<file path="config.mk">
export PLATFORM = sky130hd
export DESIGN_NAME = byterun1_line_decoder_core_flat
export DESIGN_NICKNAME = d
export VERILOG_FILES = /design/src/br1ld_pkg.sv /design/src/br1ld_ifs.sv /design/src/br1ld_ctrl.sv /design/src/br1ld_dp.sv /design/src/byterun1_line_decoder_core.sv /design/src/flat_wrapper.sv
export SDC_FILE = /design/constraint.sdc
export NUM_CORES = 1
export LEC_CHECK = 0
export ABC_AREA = 0
export CELL_PAD_IN_SITES_DETAIL_PLACEMENT = 1
export CELL_PAD_IN_SITES_GLOBAL_PLACEMENT = 1
export CORE_MARGIN = 2
export CORE_UTILIZATION = 55
export CTS_BUF_LIST = sky130_fd_sc_hd__clkbuf_16
export DETAILED_ROUTE_END_ITERATION = 16
export DONT_BUFFER_PORTS = 1
export GPL_ROUTABILITY_DRIVEN = 1
export GPL_TIMING_DRIVEN = 0
export PLACE_DENSITY_LB_ADDON = 0.1
export SYNTH_ARGS = -nofsm -noshare
export SYNTH_HDL_FRONTEND = slang
export SYNTH_SLANG_ARGS = --single-unit
</file>
<file path="constraint.sdc">
create_clock -name clk_i -period 16.4 [get_ports clk_i]
set_clock_uncertainty 0.1 [all_clocks]
set_input_delay 0.82 -clock clk_i [delete_from_list [all_inputs] [get_ports clk_i]]
set_output_delay 0.82 -clock clk_i [all_outputs]
set_load 0.01 [all_outputs]
</file>
<file path="src/br1ld_pkg.sv">
// br1ld_pkg: shared widths, limits, register indexes and control structs
// for the byterun1 line decoder; no dependencies
package br1ld_pkg;

  localparam int unsigned MAX_ROW_BYTES = 1024;
  localparam int unsigned PLANES_LIMIT  = 8;
  localparam int unsigned MAX_ROWS      = 4096;

  localparam int unsigned BYTE_W      = 8;
  localparam int unsigned ROW_BYTES_W = 11;
  localparam int unsigned ROWS_W      = 13;
  localparam int unsigned PLANES_W    = 4;
  localparam int unsigned CFG_DATA_W  = 13;
  localparam int unsigned CFG_IDX_W   = 2;
  localparam int unsigned COUNT_W     = 2;
  localparam int unsigned TOTAL_W     = 16;
  localparam int unsigned LINE_IDX_W  = 15;

  // register indexes of the configuration port
  localparam logic [CFG_IDX_W-1:0] CFG_ROW_BYTES  = 2'd0;
  localparam logic [CFG_IDX_W-1:0] CFG_ROWS       = 2'd1;
  localparam logic [CFG_IDX_W-1:0] CFG_PLANES     = 2'd2;
  localparam logic [CFG_IDX_W-1:0] CFG_COMPRESSED = 2'd3;

  // header byte codes
  localparam logic [BYTE_W-1:0] HDR_LIT_MAX = 8'd127;
  localparam logic [BYTE_W-1:0] HDR_NOP     = 8'd128;

  // controller to datapath
  typedef struct packed {
    logic accept;    // input transaction this cycle
    logic run_step;  // emit one result of a repeat run
  } br1ld_cmd_t;

  // datapath to controller
  typedef struct packed {
    logic acc_result;  // next input byte gives a result right away
    logic acc_run;     // next input byte starts a repeat run
    logic run_last;    // current run step is the final one
  } br1ld_sts_t;

endpackage

</file>
<file path="src/br1ld_ifs.sv">
// br1ld_in_if, br1ld_out_if: valid/ready channels of the decoder
// depends on br1ld_pkg
interface br1ld_in_if;
  import br1ld_pkg::*;
  logic              valid;
  logic              ready;
  logic [BYTE_W-1:0] in_byte;
  modport source (output valid, output in_byte, input ready);
  modport sink   (input valid, input in_byte, output ready);
endinterface

interface br1ld_out_if;
  import br1ld_pkg::*;
  logic               valid;
  logic               ready;
  logic [BYTE_W-1:0]  out_first;
  logic [BYTE_W-1:0]  out_second;
  logic [COUNT_W-1:0] out_count;
  logic               line_end;
  logic               image_end;
  logic               overrun;
  logic               burst_last;
  modport source (output valid, output out_first, output out_second, output out_count,
                  output line_end, output image_end, output overrun, output burst_last,
                  input ready);
  modport sink   (input valid, input out_first, input out_second, input out_count,
                  input line_end, input image_end, input overrun, input burst_last,
                  output ready);
endinterface

</file>
<file path="src/br1ld_ctrl.sv">
// br1ld_ctrl: handshake controller of the decoder, idle/run state machine
// and output valid; depends on br1ld_pkg
module br1ld_ctrl (
  input  logic                 clk_i,
  input  logic                 rst_ni,
  input  logic                 in_valid_i,
  output logic                 in_ready_o,
  output logic                 out_valid_o,
  input  logic                 out_ready_i,
  input  br1ld_pkg::br1ld_sts_t sts_i,
  output br1ld_pkg::br1ld_cmd_t cmd_o
);
  import br1ld_pkg::*;

  typedef enum logic {S_IDLE, S_RUN} state_e;

  state_e state_q, state_d;
  logic   ovalid_q, ovalid_d;
  logic   out_free, accept, run_step, load;

  assign out_free = !ovalid_q || out_ready_i;
  assign in_ready_o = (state_q == S_IDLE) && out_free;
  assign accept = in_valid_i && in_ready_o;
  assign run_step = (state_q == S_RUN) && out_free;
  assign load = (accept && sts_i.acc_result) || run_step;

  assign cmd_o.accept = accept;
  assign cmd_o.run_step = run_step;
  assign out_valid_o = ovalid_q;

  always_comb begin
    state_d = state_q;
    case (state_q)
      S_IDLE: begin
        if (accept && sts_i.acc_run) state_d = S_RUN;
      end
      S_RUN: begin
        if (run_step && sts_i.run_last) state_d = S_IDLE;
      end
      default: state_d = S_IDLE;
    endcase
    if (load) ovalid_d = 1'b1;
    else if (out_ready_i) ovalid_d = 1'b0;
    else ovalid_d = ovalid_q;
  end

  always_ff @(posedge clk_i or negedge rst_ni) begin
    if (!rst_ni) begin
      state_q  <= S_IDLE;
      ovalid_q <= 1'b0;
    end else begin
      state_q  <= state_d;
      ovalid_q <= ovalid_d;
    end
  end

endmodule

</file>
<file path="src/br1ld_dp.sv">
// br1ld_dp: decoder datapath: configuration registers, header decode,
// line position and index tracking, repeat run counter, output register
// depends on br1ld_pkg
module br1ld_dp (
  input  logic                              clk_i,
  input  logic                              rst_ni,
  input  logic                              cfg_we_i,
  input  logic [br1ld_pkg::CFG_IDX_W-1:0]   cfg_idx_i,
  input  logic [br1ld_pkg::CFG_DATA_W-1:0]  cfg_data_i,
  input  logic [br1ld_pkg::BYTE_W-1:0]      in_byte_i,
  input  br1ld_pkg::br1ld_cmd_t             cmd_i,
  output br1ld_pkg::br1ld_sts_t             sts_o,
  output logic [br1ld_pkg::BYTE_W-1:0]      out_first_o,
  output logic [br1ld_pkg::BYTE_W-1:0]      out_second_o,
  output logic [br1ld_pkg::COUNT_W-1:0]     out_count_o,
  output logic                              line_end_o,
  output logic                              image_end_o,
  output logic                              overrun_o,
  output logic                              burst_last_o
);
  import br1ld_pkg::*;

  typedef enum logic [1:0] {PH_HEADER, PH_LITERAL, PH_REPEAT, PH_DROP} phase_e;

  logic [ROW_BYTES_W-1:0] row_bytes_q;
  logic [ROWS_W-1:0]      rows_q;
  logic [PLANES_W-1:0]    planes_q;
  logic                   compressed_q;

  phase_e                 phase_q, phase_d;
  logic [BYTE_W-1:0]      lit_left_q, lit_left_d;
  logic [ROW_BYTES_W-1:0] line_pos_q, line_pos_d;
  logic [LINE_IDX_W-1:0]  line_idx_q, line_idx_d;
  logic [BYTE_W-1:0]      run_left_q, run_left_d;
  logic                   run_over_q, run_over_d;
  logic [BYTE_W-1:0]      run_byte_q, run_byte_d;

  logic [BYTE_W-1:0]      out_first_q, out_second_q;
  logic [COUNT_W-1:0]     out_count_q;
  logic                   line_end_q, image_end_q, overrun_q, burst_last_q;

  logic [ROW_BYTES_W-1:0] rb_eff, room;
  logic [ROWS_W-1:0]      rows_eff;
  logic [PLANES_W-1:0]    planes_eff;
  logic [TOTAL_W-1:0]     total;
  logic [ROW_BYTES_W:0]   pos_sum;
  logic [TOTAL_W-1:0]     idx_inc;
  logic [COUNT_W-1:0]     put_n, run_n;
  logic [BYTE_W-1:0]      put_byte, lit_dec, hdr_cnt, run_cnt;
  logic                   put_le, put_ie, do_put, run_last, over;

  // effective geometry, zero acts as one, large values saturate
  always_comb begin
    if (row_bytes_q == '0) rb_eff = ROW_BYTES_W'(1);
    else if (row_bytes_q > ROW_BYTES_W'(MAX_ROW_BYTES)) rb_eff = ROW_BYTES_W'(MAX_ROW_BYTES);
    else rb_eff = row_bytes_q;
    if (rows_q == '0) rows_eff = ROWS_W'(1);
    else if (rows_q > ROWS_W'(MAX_ROWS)) rows_eff = ROWS_W'(MAX_ROWS);
    else rows_eff = rows_q;
    if (planes_q == '0) planes_eff = PLANES_W'(1);
    else if (planes_q > PLANES_W'(PLANES_LIMIT)) planes_eff = PLANES_W'(PLANES_LIMIT);
    else planes_eff = planes_q;
  end

  assign total = TOTAL_W'(rows_eff) * TOTAL_W'(planes_eff);

  assign run_n = (run_left_q >= BYTE_W'(2)) ? COUNT_W'(2) : COUNT_W'(1);
  assign run_last = (run_left_q <= BYTE_W'(2));
  assign lit_dec = lit_left_q - BYTE_W'(1);

  // shared line bookkeeping for one result
  assign do_put = (cmd_i.accept && sts_o.acc_result) || cmd_i.run_step;
  assign put_n = cmd_i.run_step ? run_n : COUNT_W'(1);
  assign put_byte = cmd_i.run_step ? run_byte_q : in_byte_i;
  assign pos_sum = {1'b0, line_pos_q} + (ROW_BYTES_W + 1)'(put_n);
  assign put_le = (pos_sum >= {1'b0, rb_eff});
  assign idx_inc = {1'b0, line_idx_q} + TOTAL_W'(1);
  assign put_ie = put_le && (idx_inc >= total);

  // repeat run sizing against room left in the line
  assign room = (line_pos_q < rb_eff) ? (rb_eff - line_pos_q) : ROW_BYTES_W'(1);
  assign over = (ROW_BYTES_W'(lit_left_q) > room);
  assign run_cnt = over ? room[BYTE_W-1:0] : lit_left_q;
  assign hdr_cnt = BYTE_W'(9'd257 - {1'b0, in_byte_i});

  assign sts_o.acc_result = !compressed_q || (phase_q == PH_LITERAL);
  assign sts_o.acc_run = compressed_q && (phase_q == PH_REPEAT);
  assign sts_o.run_last = run_last;

  always_comb begin
    phase_d    = phase_q;
    lit_left_d = lit_left_q;
    line_pos_d = line_pos_q;
    line_idx_d = line_idx_q;
    run_left_d = run_left_q;
    run_over_d = run_over_q;
    run_byte_d = run_byte_q;

    if (do_put) begin
      if (put_le) begin
        line_pos_d = '0;
        line_idx_d = put_ie ? '0 : idx_inc[LINE_IDX_W-1:0];
      end else begin
        line_pos_d = pos_sum[ROW_BYTES_W-1:0];
      end
    end

    if (cmd_i.accept) begin
      if (!compressed_q) begin
        phase_d    = PH_HEADER;
        lit_left_d = '0;
      end else begin
        case (phase_q)
          PH_HEADER: begin
            if (in_byte_i <= HDR_LIT_MAX) begin
              lit_left_d = in_byte_i + BYTE_W'(1);
              phase_d    = PH_LITERAL;
            end else if (in_byte_i != HDR_NOP) begin
              lit_left_d = hdr_cnt;
              phase_d    = PH_REPEAT;
            end
          end
          PH_LITERAL: begin
            lit_left_d = lit_dec;
            if (lit_dec == '0) phase_d = PH_HEADER;
            else if (put_le) phase_d = PH_DROP;
          end
          PH_DROP: begin
            lit_left_d = lit_dec;
            if (lit_dec == '0) phase_d = PH_HEADER;
          end
          PH_REPEAT: begin
            run_left_d = run_cnt;
            run_over_d = over;
            run_byte_d = in_byte_i;
            lit_left_d = '0;
            phase_d    = PH_HEADER;
          end
          default: phase_d = PH_HEADER;
        endcase
      end
    end

    if (cmd_i.run_step) run_left_d = run_left_q - BYTE_W'(run_n);
  end

  always_ff @(posedge clk_i or negedge rst_ni) begin
    if (!rst_ni) begin
      row_bytes_q  <= ROW_BYTES_W'(40);
      rows_q       <= ROWS_W'(1);
      planes_q     <= PLANES_W'(1);
      compressed_q <= 1'b1;
      phase_q      <= PH_HEADER;
      lit_left_q   <= '0;
      line_pos_q   <= '0;
      line_idx_q   <= '0;
      run_left_q   <= '0;
      run_over_q   <= 1'b0;
    end else begin
      if (cfg_we_i) begin
        case (cfg_idx_i)
          CFG_ROW_BYTES:  row_bytes_q  <= cfg_data_i[ROW_BYTES_W-1:0];
          CFG_ROWS:       rows_q       <= cfg_data_i[ROWS_W-1:0];
          CFG_PLANES:     planes_q     <= cfg_data_i[PLANES_W-1:0];
          CFG_COMPRESSED: compressed_q <= cfg_data_i[0];
          default: ;
        endcase
      end
      phase_q    <= phase_d;
      lit_left_q <= lit_left_d;
      line_pos_q <= line_pos_d;
      line_idx_q <= line_idx_d;
      run_left_q <= run_left_d;
      run_over_q <= run_over_d;
    end
  end

  // payload registers
  always_ff @(posedge clk_i) begin
    run_byte_q <= run_byte_d;
    if (do_put) begin
      out_first_q  <= put_byte;
      out_second_q <= (put_n == COUNT_W'(2)) ? put_byte : '0;
      out_count_q  <= put_n;
      line_end_q   <= put_le;
      image_end_q  <= put_ie;
      if (cmd_i.run_step) begin
        overrun_q    <= run_last && run_over_q;
        burst_last_q <= run_last;
      end else begin
        overrun_q    <= compressed_q && (lit_dec != '0) && put_le;
        burst_last_q <= 1'b1;
      end
    end
  end

  assign out_first_o  = out_first_q;
  assign out_second_o = out_second_q;
  assign out_count_o  = out_count_q;
  assign line_end_o   = line_end_q;
  assign image_end_o  = image_end_q;
  assign overrun_o    = overrun_q;
  assign burst_last_o = burst_last_q;

endmodule

</file>
<file path="src/byterun1_line_decoder_core.sv">
// byterun1_line_decoder_core: top level of the packbits line decoder
// depends on br1ld_pkg, br1ld_ifs, br1ld_ctrl, br1ld_dp
// a literal or pass-through byte shows in the output register in the cycle after its accept
// throughput: one input byte per cycle for literal, header and pass-through bytes while the output is not stalled
// a repeat byte holds the input while its run is emitted, two decoded bytes per result, one in the last of an odd run
// reset: async active low, clears handshake state, phase, counters and config to defaults
module byterun1_line_decoder_core (
  input  logic                             clk_i,
  input  logic                             rst_ni,
  input  logic                             cfg_we_i,
  input  logic [br1ld_pkg::CFG_IDX_W-1:0]  cfg_idx_i,
  input  logic [br1ld_pkg::CFG_DATA_W-1:0] cfg_data_i,
  br1ld_in_if.sink                         in_i,
  br1ld_out_if.source                      out_o
);
  import br1ld_pkg::*;

  // command and status between controller and datapath
  br1ld_cmd_t cmd;
  br1ld_sts_t sts;

  // controller: input ready, run sequencing, output valid register
  br1ld_ctrl u_ctrl (
    .clk_i       (clk_i),
    .rst_ni      (rst_ni),
    .in_valid_i  (in_i.valid),
    .in_ready_o  (in_i.ready),
    .out_valid_o (out_o.valid),
    .out_ready_i (out_o.ready),
    .sts_i       (sts),
    .cmd_o       (cmd)
  );

  // datapath: decode state, line tracking and the output payload register
  br1ld_dp u_dp (
    .clk_i        (clk_i),
    .rst_ni       (rst_ni),
    .cfg_we_i     (cfg_we_i),
    .cfg_idx_i    (cfg_idx_i),
    .cfg_data_i   (cfg_data_i),
    .in_byte_i    (in_i.in_byte),
    .cmd_i        (cmd),
    .sts_o        (sts),
    .out_first_o  (out_o.out_first),
    .out_second_o (out_o.out_second),
    .out_count_o  (out_o.out_count),
    .line_end_o   (out_o.line_end),
    .image_end_o  (out_o.image_end),
    .overrun_o    (out_o.overrun),
    .burst_last_o (out_o.burst_last)
  );

endmodule

</file>
<file path="src/flat_wrapper.sv">
// flat-port wrapper written by rule: the top's interface ports become plain ports
module byterun1_line_decoder_core_flat import br1ld_pkg::*;
  (clk_i, rst_ni, cfg_we_i, cfg_idx_i, cfg_data_i, in_i_valid, in_i_in_byte, in_i_ready, out_o_valid, out_o_out_first, out_o_out_second, out_o_out_count, out_o_line_end, out_o_image_end, out_o_overrun, out_o_burst_last, out_o_ready);
  br1ld_in_if in_i_i ();
  br1ld_out_if out_o_i ();
  input  logic clk_i;
  input  logic rst_ni;
  input  logic cfg_we_i;
  input  logic [br1ld_pkg::CFG_IDX_W-1:0] cfg_idx_i;
  input  logic [br1ld_pkg::CFG_DATA_W-1:0] cfg_data_i;
  input wire logic [$bits(in_i_i.valid)-1:0] in_i_valid;
  input wire logic [$bits(in_i_i.in_byte)-1:0] in_i_in_byte;
  output wire logic [$bits(in_i_i.ready)-1:0] in_i_ready;
  output wire logic [$bits(out_o_i.valid)-1:0] out_o_valid;
  output wire logic [$bits(out_o_i.out_first)-1:0] out_o_out_first;
  output wire logic [$bits(out_o_i.out_second)-1:0] out_o_out_second;
  output wire logic [$bits(out_o_i.out_count)-1:0] out_o_out_count;
  output wire logic [$bits(out_o_i.line_end)-1:0] out_o_line_end;
  output wire logic [$bits(out_o_i.image_end)-1:0] out_o_image_end;
  output wire logic [$bits(out_o_i.overrun)-1:0] out_o_overrun;
  output wire logic [$bits(out_o_i.burst_last)-1:0] out_o_burst_last;
  input wire logic [$bits(out_o_i.ready)-1:0] out_o_ready;
  assign in_i_i.valid = in_i_valid;
  assign in_i_i.in_byte = in_i_in_byte;
  assign in_i_ready = in_i_i.ready;
  assign out_o_valid = out_o_i.valid;
  assign out_o_out_first = out_o_i.out_first;
  assign out_o_out_second = out_o_i.out_second;
  assign out_o_out_count = out_o_i.out_count;
  assign out_o_line_end = out_o_i.line_end;
  assign out_o_image_end = out_o_i.image_end;
  assign out_o_overrun = out_o_i.overrun;
  assign out_o_burst_last = out_o_i.burst_last;
  assign out_o_i.ready = out_o_ready;
  byterun1_line_decoder_core u_core (.clk_i(clk_i), .rst_ni(rst_ni), .cfg_we_i(cfg_we_i), .cfg_idx_i(cfg_idx_i), .cfg_data_i(cfg_data_i), .in_i(in_i_i), .out_o(out_o_i));
endmodule
</file>
# After elaboration in Yosys (flattened, before gate mapping)
# Index checks and enable logic that the tools add are counted.
# W data, S select, Z words.
# totals
elab_cells,121
out_inout_bits,24
inputBits,28
register_bits,106
# classes
eq_ne,11
addsub,7
magnitude_cmp,10
multipliers,1
n_bitwise,1
n_reduce_logical,37
n_mux,34
# op_table
operator,n
$mux W8,9
$mux W11,4
$mux W13,2
$pmux W8 S3,1
$add A15 B1 Y16 const B,1
$ge A16 B16 Y1,1
$mul A13 B4 Y16,1
$mux W2,8
$mux W15,1
$gt A13 B13 Y1 const B,1
$logic_not A13 Y1,1
$add A11 B2 Y12,1
$ge A12 B11 Y1,1
$reduce_and A2 Y1,6
$gt A11 B11 Y1 const B,1
$gt A8 B11 Y1,1
$logic_and A1 B1 Y1,11
$logic_not A11 Y1,1
$lt A11 B11 Y1,1
$sub A11 B11 Y11,1
$eq A2 B2 Y1 const B,5
$add A8 B1 Y8 const B,1
$ge A8 B2 Y1 const B,1
$le A8 B2 Y1 const B,1
other kinds (25),39

# Logic depth before layout (Yosys ltp)
# Gate-level depths: netlist (run 1).
# depth
ltp_word,11
depth_mapped,25
ltp_nobuf,23

# Modules after synthesis
# From an unflattened synthesis (run 1), not the netlist that was laid out.
# unflattened
hier_cells,895
area_unflattened_um2,8360.5
# by_module_without_submodules
module,cells_per_inst,n_inst,area_each_um2,seq_area_each_um2
br1ld_dp,883,1,8227.9,2758.9
br1ld_ctrl,12,1,132.6,50.0

# Worst setup path after synthesis (run 1)
# No wires, ideal clock.
# synth_timing
kind,reg2reg
startpoint,register u_core.u_dp.rows_q[4]
endpoint,register u_core.u_dp.line_idx_q[8]
path_slack_ns,11.129
period_less_slack_ns,5.271
path_buffers,1
setup_ns,0.132
t_arrival_ns,5.039
stages_incl_launch_ff,24
required_time_ns,16.168
cell_sequence,dfrtp_1 -> nor4_1 -> a31oi_1 -> nor2_1 -> nand2_1 -> fa_1 -> fa_1 -> inv_1 -> fa_1 -> a21o_1 -> a21oi_1 -> o21ai_0 -> nor2b_1 -> a41oi_1 -> a21oi_1 -> xnor2_1 -> ha_1 -> nand4_1 -> nor2_1 -> o2111a_1 -> a21oi_1 -> clkbuf_1 -> a211oi_1 -> o22ai_1
# synth_between
elab_chain_cells,7
elab_cells_between_ends,8
cone_classes,mul: 1; order compare: 2; mux: 3; reduce/logical: 2
# synth_rtl
element,line_no,rtl
from (decl),br1ld_dp.sv:26,logic [ROWS_W-1:0] rows_q;
from (signal assigned),br1ld_dp.sv:163,CFG_ROWS: rows_q <= cfg_data_i[ROWS_W-1:0];
$gt A13 B13 Y1,br1ld_dp.sv:58,else if (rows_q > ROWS_W'(MAX_ROWS)) rows_eff = ROWS_W'(MAX_ROWS);
$mux W13,br1ld_dp.sv:58,
$mux W13 *,br1ld_dp.sv:57,if (rows_q == '0) rows_eff = ROWS_W'(1);
$mul A13 B4 Y16 *,br1ld_dp.sv:65,assign total = TOTAL_W'(rows_eff) * TOTAL_W'(planes_eff);
$ge A16 B16 Y1 *,br1ld_dp.sv:78,assign put_ie = put_le && (idx_inc >= total);
$logic_and A1 B1 Y1 *,br1ld_dp.sv:78,
$mux W15 *,br1ld_dp.sv:102,line_idx_d = put_ie ? '0 : idx_inc[LINE_IDX_W-1:0];
to (signal assigned),br1ld_dp.sv:172,line_idx_q <= line_idx_d;
to (decl),br1ld_dp.sv:33,"logic [LINE_IDX_W-1:0] line_idx_q, line_idx_d;"
# Every way passes the cells marked *; elsewhere a longest branch is shown, timed or not.
# A chain may end at the register's enable or synchronous reset.

# Worst setup path in the final report (run 1)
# layout_timing
startpoint,register u_core.u_dp.rows_q[6]
endpoint,register u_core.u_dp.line_idx_q[8]
# The elaborated chain is that of the path after synthesis.

==> results of run 1 <==
-- worst paths after layout --
kind | endpoint | slack [ns] | cells past startpoint
worst min register to register | u_core.u_dp.run_left_q[7] | 0.40 | 1
worst max-delay path | u_core.u_dp.line_idx_q[8] | 9.96 | 23
max in group asynchronous | u_core.u_dp.planes_q[0] | 15.92 | 0
worst max register to register | u_core.u_dp.line_idx_q[8] | 9.96 | 23
worst min-delay path | u_core.u_dp.line_idx_q[12] | 0.05 | 0
min in group clk_i | u_core.u_dp.run_left_q[7] | 0.40 | 1
-- state kept, by name (all words and copies together), names as in the netlist, 2 cells and up --
signal                    flops
u_core.u_dp.run_byte_q        8
u_core.u_dp.out_first_o       8
u_core.u_dp.line_pos_q       11
u_core.u_dp.planes_q          4
u_core.u_dp.lit_left_q        8
u_core.u_dp.rows_q           13
u_core.u_dp.out_second_o      8
u_core.u_dp.line_idx_q       15
u_core.u_dp.run_left_q        8
u_core.u_dp.out_count_o       2
u_core.u_dp.row_bytes_q      11
u_core.u_dp.phase_q           2
-- through the flow --
step / setup slack (ns) / util (%) / cell area, µm²
6_report: 9.96 / 59.9 / 9110
5_1_grt: 9.50 / 59.9 / 9110
4_1_cts: 9.99 / 59.9 / 9110
3_5_place_dp: 10.07 / 57.9 / 8810
3_3_place_gp: 10.42 / 57.9 / 8800
2_1_floorplan: 11.13 / - / 8570
-- cell type report --
type	instances	area [µm²]	share of cell area, %
buffer	37	169	1.85
tap	188	235	2.58
sequential	106	2810	30.8
clock inverter	7	81.3	0.892
multi-input combinational	712	5260	57.8
inverter	88	330	3.62
clock buffer	9	225	2.47
-- cells in the mapped netlist, types with 7 or more instances --
cell type,number,share of area (%)
a211oi_1,11,0.96
a21o_1,16,1.4
a21oi_1,39,2.3
a22o_1,7,0.72
a31oi_1,7,0.51
and3_1,29,2.1
clkbuf_1,28,1.2
dfrtp_1,71,21
edfxtp_1,30,11
fa_1,25,5.8
ha_1,76,11
inv_1,85,3.7
mux2_2,28,3.7
nand2_1,97,4.2
nand2b_1,18,1.3
nand3_1,38,2.2
nand4_1,9,0.66
nor2_1,59,2.6
nor2b_1,12,0.88
nor3_1,22,1.3
nor4_1,8,0.58
o21ai_0,51,3.0
o21ai_1,10,0.58
o31ai_1,7,0.61
xnor2_1,27,2.8
xor2_1,19,1.9
-- worst register-to-register path, cell delays in order, from the launching register on --
cell	delay (ns)
dfrtp_1	0.47
nor4_1	0.34
a31oi_1	0.21
nor2_1	0.12
nand2_1	0.08
fa_1	0.53
fa_1	0.55
inv_1	0.07
fa_1	0.47
a21o_1	0.18
a21oi_1	0.31
o21ai_0	0.13
nor2b_1	0.16
a41oi_1	0.29
a21oi_1	0.12
xnor2_1	0.19
ha_1	0.27
nor2b_1	0.13
o21ai_0	0.23
o211ai_1	0.25
a21oi_1	0.36
clkbuf_1	0.44
a211oi_1	0.16
o22ai_1	0.18
-- power groups by stage --
stage / clock, mW / combinational, mW / sequential [mW]
after global placement: 0 / 0.779 / 0.446
after CTS: 0.230 / 0.838 / 0.447
after global routing: 0.238 / 0.944 / 0.459
final: 0.229 / 0.840 / 0.448
after detailed placement: 0 / 0.828 / 0.452
after floorplan: 0 / 0.623 / 0.424
-- routing by layer --
| layer | global-route usage [%] | wire, µm | vias to the layer above |
|---|---|---|---|
| li1 | - | - | 3375 |
| met1 | 40.4 | 10800 | 3630 |
| met2 | 52.1 | 11900 | 146 |
| met3 | 4.03 | 676 | 40 |
| met4 | 9.21 | 622 | 0 |
| met5 | 0 | 0 | - |
-- cell families after synthesis --
logic type,after synthesis
AO/OA/AOI/OAI,205
flip-flops,106
AND/OR/NAND/NOR,329
multiplexers,30
buffers and inverters,125
XOR/XNOR,47
adder cells (fa/ha/maj),101
==> results.json, run 1 <==
{
  "ctsResizeCount": 0,
  "power_mw": 1.52,
  "synth_compound_area_share_pct": 16.2,
  "cts_sinks": 106,
  "mappedNetlistArea_um2": 8570,
  "p_clk_share_pct": 15.1,
  "cts_buffers": 9,
  "setup_viol": 0,
  "core-area_um2": 15200,
  "cts_setup_buffers": 0,
  "rows": 45,
  "p_per_area_nw_per_um2": 166,
  "routed_wl_um": 23900,
  "seqPwrFrac_pct": 29.5,
  "cp_slowest_cell": "fa_1",
  "grt_max_degree": 77,
  "outcome": "complete, no violations",
  "min_path_type": "input pin to async pin",
  "remaining_drc_errors": 0,
  "cts_tree": "done",
  "grt_pass1_vias": 7715,
  "synth_fp_nets": 1072,
  "synth-seq-area-share_pct": 32.8,
  "finalSetupTns_ns": 0,
  "sw_frac_of_total_pct": 47.9,
  "ys_seq_elements": 106,
  "ys_warn_count": 0,
  "port_buffers": 0,
  "pwr-share-comb_pct": 55.4,
  "arrival_ns": 6.62,
  "clock.fmax_mhz": 155,
  "cts_max_level": 3,
  "whs_ns": 0.0451,
  "rr_startpoint": "u_core.u_dp.rows_q[6]",
  "fin_crit_ns": 6.44,
  "synth_top_family_by_area": "simple AND/OR/NAND/NOR gates",
  "drive_gt1_share_pct": 8.03,
  "critical_path_class": "flip-flop to flip-flop",
  "vdd_ir_drop_max_uv": 116,
  "mostFrequentLayoutCell": "nand2_1",
  "synthAdderAreaFrac_pct": 16.9,
  "place_inst": 1131,
  "antenna_found_initial": 0,
  "grt_pass1_wl_um": 39700,
  "yosys.area_share.simple_pct": 19.5,
  "critical_path.cell_chain": "nor4_1, a31oi_1, nor2_1, nand2_1, fa_1, fa_1, inv_1, fa_1, a21o_1, a21oi_1, o21ai_0, nor2b_1, a41oi_1, a21oi_1, xnor2_1, ha_1, nor2b_1, o21ai_0, o211ai_1, a21oi_1, clkbuf_1, a211oi_1, o22ai_1",
  "postCtsHoldBufs": 0,
  "path_clk_slew_ns": 0.08,
  "vias_per_cell": 6.27,
  "drtIter0Drc": 481,
  "yosys.area_share.xor_xnor_pct": 4.89,
  "slew_viol_final": 0,
  "cp_num_buf_inv": 2,
  "async_flop_share_pct": 71.7,
  "setup.worst_path.end_class": "flip-flop",
  "syn_area_per_cell_um2": 9.09,
  "pin_count": 52,
  "clk_latency_ns": 0.37,
  "grt_usage_pct": 30.4,
  "crit_family": "compound AO/OA/AOI/OAI gates",
  "first_pass_iters": 4,
  "p_int_uw": 790,
  "gr-total-overflow": 0,
  "synth-edff-count": 30,
  "slowest_delay_ns": 0.55,
  "layoutNonFillerInstCount": 1147,
  "p_sw_uw": 727,
  "required_ns": 16.59,
  "fillers": 1771,
  "rsz0062_at_grt": "no",
  "die_area_um2": 16600,
  "most-common-layout-cells": "97 x nand2_1, 85 x inv_1, 76 x ha_1",
  "slew_headroom_pct": 44.9,
  "root_buffer": "clkbuf_16",
  "drv_cap": 0,
  "p_leak_nw": 4.09,
  "start_util_pct": 56.4,
  "crit_fanout": 10,
  "synth.distinct_cells": 80,
  "die_x_um": 129,
  "hpwl_um": 18500,
  "antennaDiodeCount": 0,
  "ant_nets": 0,
  "ys.flop_type": "dfrtp_1",
  "clock_path_buffers": 2,
  "nNetsFinal": 1083,
  "worst_pin_slew_ns": 0.827,
  "critPathLaunchType": "flip-flop",
  "routedWlPerCell_um": 20.9,
  "synthMuxAreaShare_pct": 3.91,
  "syn_inst": 943,
  "hold_viol_final": 0,
  "die_h_um": 129,
  "place.gp.congestion": 0.940,
  "via_count": 7191,
  "crit_start": "u_core.u_dp.rows_q[6]",
  "timing.final.crit_share_pct": 39.3,
  "areaGrowthSynthToFinish_pct": 6.34
}
No activity file was read; power rests on OpenSTA's default activity.
==> inputs of run 2 (changes only) <==
--- a/config.mk
+++ b/config.mk
@@ -9,7 +9,7 @@
 export CELL_PAD_IN_SITES_DETAIL_PLACEMENT = 1
 export CELL_PAD_IN_SITES_GLOBAL_PLACEMENT = 1
 export CORE_MARGIN = 2
-export CORE_UTILIZATION = 55
+export CORE_UTILIZATION = 51
 export CTS_BUF_LIST = sky130_fd_sc_hd__clkbuf_16
 export DETAILED_ROUTE_END_ITERATION = 16
 export DONT_BUFFER_PORTS = 1
==> constraint.sdc (replaced) <==
create_clock -name clk_i -period 6.05 [get_ports clk_i]
set_clock_uncertainty 0.1 [all_clocks]
set_input_delay 0.3025 -clock clk_i [delete_from_list [all_inputs] [get_ports clk_i]]
set_output_delay 0.3025 -clock clk_i [all_outputs]
set_load 0.01 [all_outputs]
==> run 2 against run 1 <==
Effect of this change: via count is 0.24% higher; critical path depth grew 1; hold slack worse by 0.042 ns; register-to-register slack got worse by 9.7 ns; non-clock buffer count is 26 higher; power rose to 2.8 times the previous value; first-iteration DRC count shrank 18%; die area grew 7.6%; routed wire length is 2.2% higher; setup slack got worse by 9.7 ns; sequential cell count did not move; critical endpoint is now u_core.u_dp.line_idx_q[7].
==> results.json, run 2 (synthesized netlist as in run 1, its figures left out) <==
{
  "outcome": "complete, no violations",
  "arrival_ns": 5.92,
  "pin_count": 52,
  "vias_per_cell": 5.98,
  "critPathLaunchType": "flip-flop",
  "p_leak_nw": 4.24,
  "die_area_um2": 17900,
  "antenna_found_initial": 1,
  "routed_wl_um": 24500,
  "largest_register": "u_core.u_dp.line_idx_q",
  "drive_gt1_share_pct": 10.4,
  "areaGrowthSynthToFinish_pct": 11.4,
  "grt_usage_pct": 28.1,
  "seq_area_um2": 2810,
  "fin_crit_ns": 5.79,
  "core-area_um2": 16500,
  "p_per_area_nw_per_um2": 440,
  "antennaDiodeCount": 0,
  "slew_headroom_pct": 46.7,
  "grt_pass1_vias": 7824,
  "mostFrequentLayoutCell": "nand2_1",
  "drv_cap": 0,
  "cts_max_level": 3,
  "gr-total-overflow": 0,
  "slew_viol_final": 0,
  "routedWlPerCell_um": 20.3,
  "r2r_cells": 24,
  "remaining_drc_errors": 0,
  "postLayoutCoreUtil_pct": 57.8,
  "worst_pin_slew_ns": 0.799,
  "rows": 47,
  "critical_path_class": "flip-flop to flip-flop",
  "crit_start": "u_core.u_dp.rows_q[7]",
  "pre_cts_ws_ns": -0.293,
  "rr_startpoint": "u_core.u_dp.rows_q[7]",
  "grt_max_degree": 77,
  "cts_sinks": 106,
  "largest_reg_flops": 15,
  "grt_pass1_wl_um": 40300,
  "most-common-layout-cells": "96 x nand2_1, 85 x inv_1, 76 x ha_1",
  "nNetsFinal": 1109,
  "cts_tree": "done",
  "clock_path_buffers": 2,
  "clock.fmax_mhz": 173,
  "crit_end": "u_core.u_dp.line_idx_q[7]",
  "first_pass_iters": 4,
  "hold_viol_final": 0,
  "clk_latency_ns": 0.36,
  "die_x_um": 134,
  "timing.final.crit_share_pct": 95.7,
  "setup.worst_path.end_class": "flip-flop",
  "root_buffer": "clkbuf_16",
  "finalSetupTns_ns": 0,
  "cts_buffers": 9,
  "required_ns": 6.18,
  "multi_input_area_um2": 5360,
  "start_util_pct": 51.9,
  "r2r-end": "u_core.u_dp.line_idx_q[7]",
  "path_clk_slew_ns": 0.08,
  "ant_nets": 0,
  "via_count": 7208,
  "power_mw": 4.20,
  "largestRegisters": "u_core.u_dp.line_idx_q: 15 flops, u_core.u_dp.rows_q: 13 flops",
  "whs_ns": 0.00268,
  "vdd_ir_drop_max_uv": 284,
  "fin_ws_ns": 0.260,
  "hpwl_um": 18700,
  "die_h_um": 134,
  "crit_fanout": 5,
  "r2r_slack_ns": 0.26,
  "fillers": 1924,
  "port_buffers": 0,
  "min_path_type": "input pin to flip-flop",
  "place.gp.congestion": 0.885,
  "drtIter0Drc": 393,
  "setup_viol": 0
}
==> run 2: cell type report <==
| cell class | instances | area share [%] |
|---|---|---|
| multi-input cells | 712 | 56.1 |
| flip-flops and latches | 106 | 29.4 |
| inverters | 88 | 3.46 |
| repair buffers | 28 | 3.01 |
| well taps | 220 | 2.88 |
| clock buffers | 9 | 2.36 |
| plain buffers | 35 | 1.80 |
| clock inverters | 7 | 0.904 |
==> run 2: where the power goes <==
group,switching [mW],total (mW),leakage [nW],internal (mW)
Sequential,0.246,1.22,1.23,0.976
Combinational,1.44,2.36,2.86,0.919
Clock,0.317,0.617,0.152,0.300
==> run 2: worst max-delay path: stages (launching register included) <==
cell	delay (ns)
dfrtp_1	0.49
nor4_4	0.27
a31oi_2	0.16
nor2_1	0.14
nand2_1	0.10
fa_1	0.53
fa_1	0.54
inv_1	0.07
fa_1	0.47
a21o_1	0.19
a21oi_2	0.20
o21ai_0	0.09
nor2b_1	0.16
a41oi_2	0.24
a21oi_1	0.11
xnor2_1	0.15
ha_1	0.29
nand4_1	0.15
nor2_2	0.18
a21oi_1	0.10
o211ai_1	0.17
buf_4	0.19
a211oi_1	0.04
o31ai_1	0.35
o41ai_2	0.15
==> run 2: worst min-delay path by stage <==
| stage | from | to | slack, ns | cells past startpoint |
|---|---|---|---|---|
| after floorplan | rst_ni | u_core.u_ctrl.out_valid_o | -0.09 | 0 |
| after global placement | rst_ni | u_core.u_dp.rows_q[12] | -0.09 | 0 |
| after detailed placement | rst_ni | u_core.u_dp.line_idx_q[13] | -0.09 | 0 |
| after CTS | cfg_data_i[0] | u_core.u_dp.row_bytes_q[0] | 0.0004 | 1 |
| after global routing | cfg_data_i[0] | u_core.u_dp.row_bytes_q[0] | 0.003 | 1 |
| final | cfg_data_i[0] | u_core.u_dp.row_bytes_q[0] | 0.003 | 1 |
==> run 2: layer usage <==
| layer | global-route usage, % | up-vias | share of wire, % |
|---|---|---|---|
| met1 | 37.3 | 3633 | 45 |
| met2 | 47.9 | 109 | 50 |
| met4 | 8.10 | 2 | 2.0 |
| li1 | - | 3427 | - |
| met5 | 0 | - | 0.053 |
| met3 | 4.15 | 37 | 2.9 |
==> run 2: timing repair <==
item | CTS | global route
buffers inserted | 1 | 3
pin swaps | 0 | 5
hold buffers | 23 | 1
resized for setup | 5 | 23
endpoints found under the hold margin | 110 | 1
endpoints found under the setup margin | 24 | 27
==> run 2: through the flow <==
step | instances | instance area, µm²
2_1_floorplan | 943 | 8570
3_3_place_gp | 1163 | 8840
3_5_place_dp | 1163 | 8850
4_1_cts | 1203 | 9430
5_1_grt | 1205 | 9550
6_report | 1205 | 9550
==> inputs of run 3 (changes only) <==
--- a/config.mk
+++ b/config.mk
@@ -15,7 +15,7 @@
 export DONT_BUFFER_PORTS = 1
 export GPL_ROUTABILITY_DRIVEN = 1
 export GPL_TIMING_DRIVEN = 0
-export PLACE_DENSITY_LB_ADDON = 0.1
+export PLACE_DENSITY_LB_ADDON = 0.2
 export SYNTH_ARGS = -nofsm -noshare
 export SYNTH_HDL_FRONTEND = slang
 export SYNTH_SLANG_ARGS = --single-unit
==> run 3 against run 2 <==
Effect of this change: fmax is 0.41% lower; sequential power barely moved; clock-buffer cell count unchanged; critical path type unchanged; design area about the same; setup slack lost 0.024 ns; utilization about the same; routed wire length rose by 2.5%; critical endpoint unchanged; combinational power hardly changed; power decreased by 0.78%.
==> results.json, run 3 (synthesized netlist as in run 1, its figures left out) <==
{
  "outcome": "complete, no violations",
  "cp_slowest_cell": "fa_1",
  "gr-total-overflow": 0,
  "start_util_pct": 51.9,
  "arrival_ns": 5.95,
  "required_ns": 6.19,
  "hold_viol_final": 0,
  "mostFrequentLayoutCell": "nand2_1",
  "min_path_type": "input pin to flip-flop",
  "worst_pin_slew_ns": 0.914,
  "cts_buffers": 9,
  "slew_viol_final": 0,
  "layoutNonFillerInstCount": 1209,
  "die_x_um": 134,
  "first_pass_iters": 5,
  "vdd_ir_drop_max_uv": 258,
  "min_from": "cfg_data_i[5]",
  "place_inst": 1163,
  "fin_crit_ns": 5.81,
  "setup_viol": 0,
  "remaining_drc_errors": 0,
  "crit_fanout": 7,
  "critical_path_class": "flip-flop to flip-flop",
  "p_per_area_nw_per_um2": 437,
  "cp_num_buf_inv": 1,
  "setup.worst_path.end_class": "flip-flop",
  "cts_tree": "done",
  "postLayoutCoreUtil_pct": 57.8,
  "path_clk_slew_ns": 0.08,
  "slew_headroom_pct": 38.9,
  "nNetsFinal": 1112,
  "grt_max_degree": 77,
  "grt_pass1_wl_um": 40800,
  "drv_cap": 0,
  "crit_start": "u_core.u_dp.rows_q[3]",
  "areaGrowthSynthToFinish_pct": 11.4,
  "die_area_um2": 17900,
  "clock.fmax_mhz": 172,
  "seq_area_um2": 2810,
  "root_buffer": "clkbuf_16",
  "clock_path_buffers": 2,
  "routed_wl_um": 25100,
  "via_count": 7255,
  "cts_max_level": 3,
  "most-common-layout-cells": "97 x nand2_1, 85 x inv_1, 76 x ha_1",
  "drtIter0Drc": 400,
  "slowest_delay_ns": 0.56,
  "critical_path.cell_chain": "nor4_4, a31oi_2, nor2_1, nand2_1, fa_1, fa_1, inv_1, ha_1, a21o_1, a21oi_1, nand2b_2, a211oi_2, nor2_1, a211o_1, xor2_1, ha_1, a21oi_1, nor2b_1, o21ai_0, o211ai_1, a21oi_2, nand3_2, o41ai_1",
  "antenna_found_initial": 0,
  "pin_count": 52,
  "rows": 47,
  "place_area_um2": 8850,
  "stdcell_area_um2": 9540,
  "core-area_um2": 16500,
  "die_h_um": 134,
  "timing.final.crit_share_pct": 96.1,
  "rsz0062_at_grt": "yes",
  "largest_register": "u_core.u_dp.line_idx_q",
  "hpwl_um": 18200,
  "p_leak_nw": 4.24,
  "ant_nets": 0,
  "port_buffers": 0,
  "grt_pass1_vias": 7732,
  "grt_usage_pct": 28.7,
  "routedWlPerCell_um": 20.7,
  "drive_gt1_share_pct": 10.6,
  "rr_startpoint": "u_core.u_dp.rows_q[3]",
  "largestRegisters": "u_core.u_dp.line_idx_q: 15 flops, u_core.u_dp.rows_q: 13 flops",
  "fillers": 1899,
  "vias_per_cell": 6.00,
  "critPathLaunchType": "flip-flop",
  "place.gp.congestion": 0.948,
  "crit_family": "compound AO/OA/AOI/OAI gates",
  "clk_latency_ns": 0.36,
  "largest_reg_flops": 15,
  "multi_input_area_um2": 5370,
  "cts_sinks": 106
}
-- run 3: final timing paths --
kind,to,slack [ns],depth (start not counted)
max,u_core.u_dp.line_idx_q[7],0.24,23
min,u_core.u_dp.row_bytes_q[5],0.01,1
max reg2reg,u_core.u_dp.line_idx_q[7],0.24,23
min reg2reg,u_core.u_dp.run_left_q[7],0.41,1
max in group asynchronous,u_core.u_dp.compressed_q,5.09,2
min in group asynchronous,u_core.u_dp.line_idx_q[6],0.39,2
-- run 3: final cells by class --
cell class / instances / area share (%)
diodes: 1 / 0.0262
plain buffers: 36 / 1.82
clock buffers: 9 / 2.36
clock inverters: 7 / 0.524
inverters: 88 / 3.46
multi-input cells: 712 / 56.2
flip-flops and latches: 106 / 29.5
well taps: 220 / 2.88
repair buffers: 30 / 3.22
-- run 3: stage by stage --
stage          hold slack, ns   TNS, ns  worst slack (ns)  power [mW]
4_1_cts              0.000753         0           0.00168        4.09
3_5_place_dp          -0.0905     -3.20            -0.337        3.46
6_report               0.0110         0             0.236        4.17
3_3_place_gp          -0.0902    -0.773            -0.131        3.37
2_1_floorplan         -0.0931         0             0.779        2.84
5_1_grt               0.00253  -0.00579          -0.00579        4.49
-- run 3: what timing repair did --
item                                   in CTS  in global routing
pin swaps                                   2                  7
setup endpoints to repair                  15                 28
hold buffers                               22                  4
endpoints found under the hold margin     105                  4
gates resized for setup                     3                 30
buffers inserted                            2                  2
-- run 3: report_power, final --
part | total (mW) | internal [mW] | switching [mW]
Sequential | 1.23 | 0.977 | 0.256
Combinational | 2.36 | 0.924 | 1.43
Clock | 0.578 | 0.283 | 0.294
Total | 4.17 | 2.18 | 1.98
-- run 3: per-layer routing --
layer | vias to the layer above | global-route usage [%] | wire length, µm
li1 | 3429 | - | -
met1 | 3653 | 35.3 | 10700
met3 | 43 | 3.69 | 581
met2 | 130 | 52.1 | 13200
met4 | 0 | 9.40 | 607
met5 | - | 0 | 0
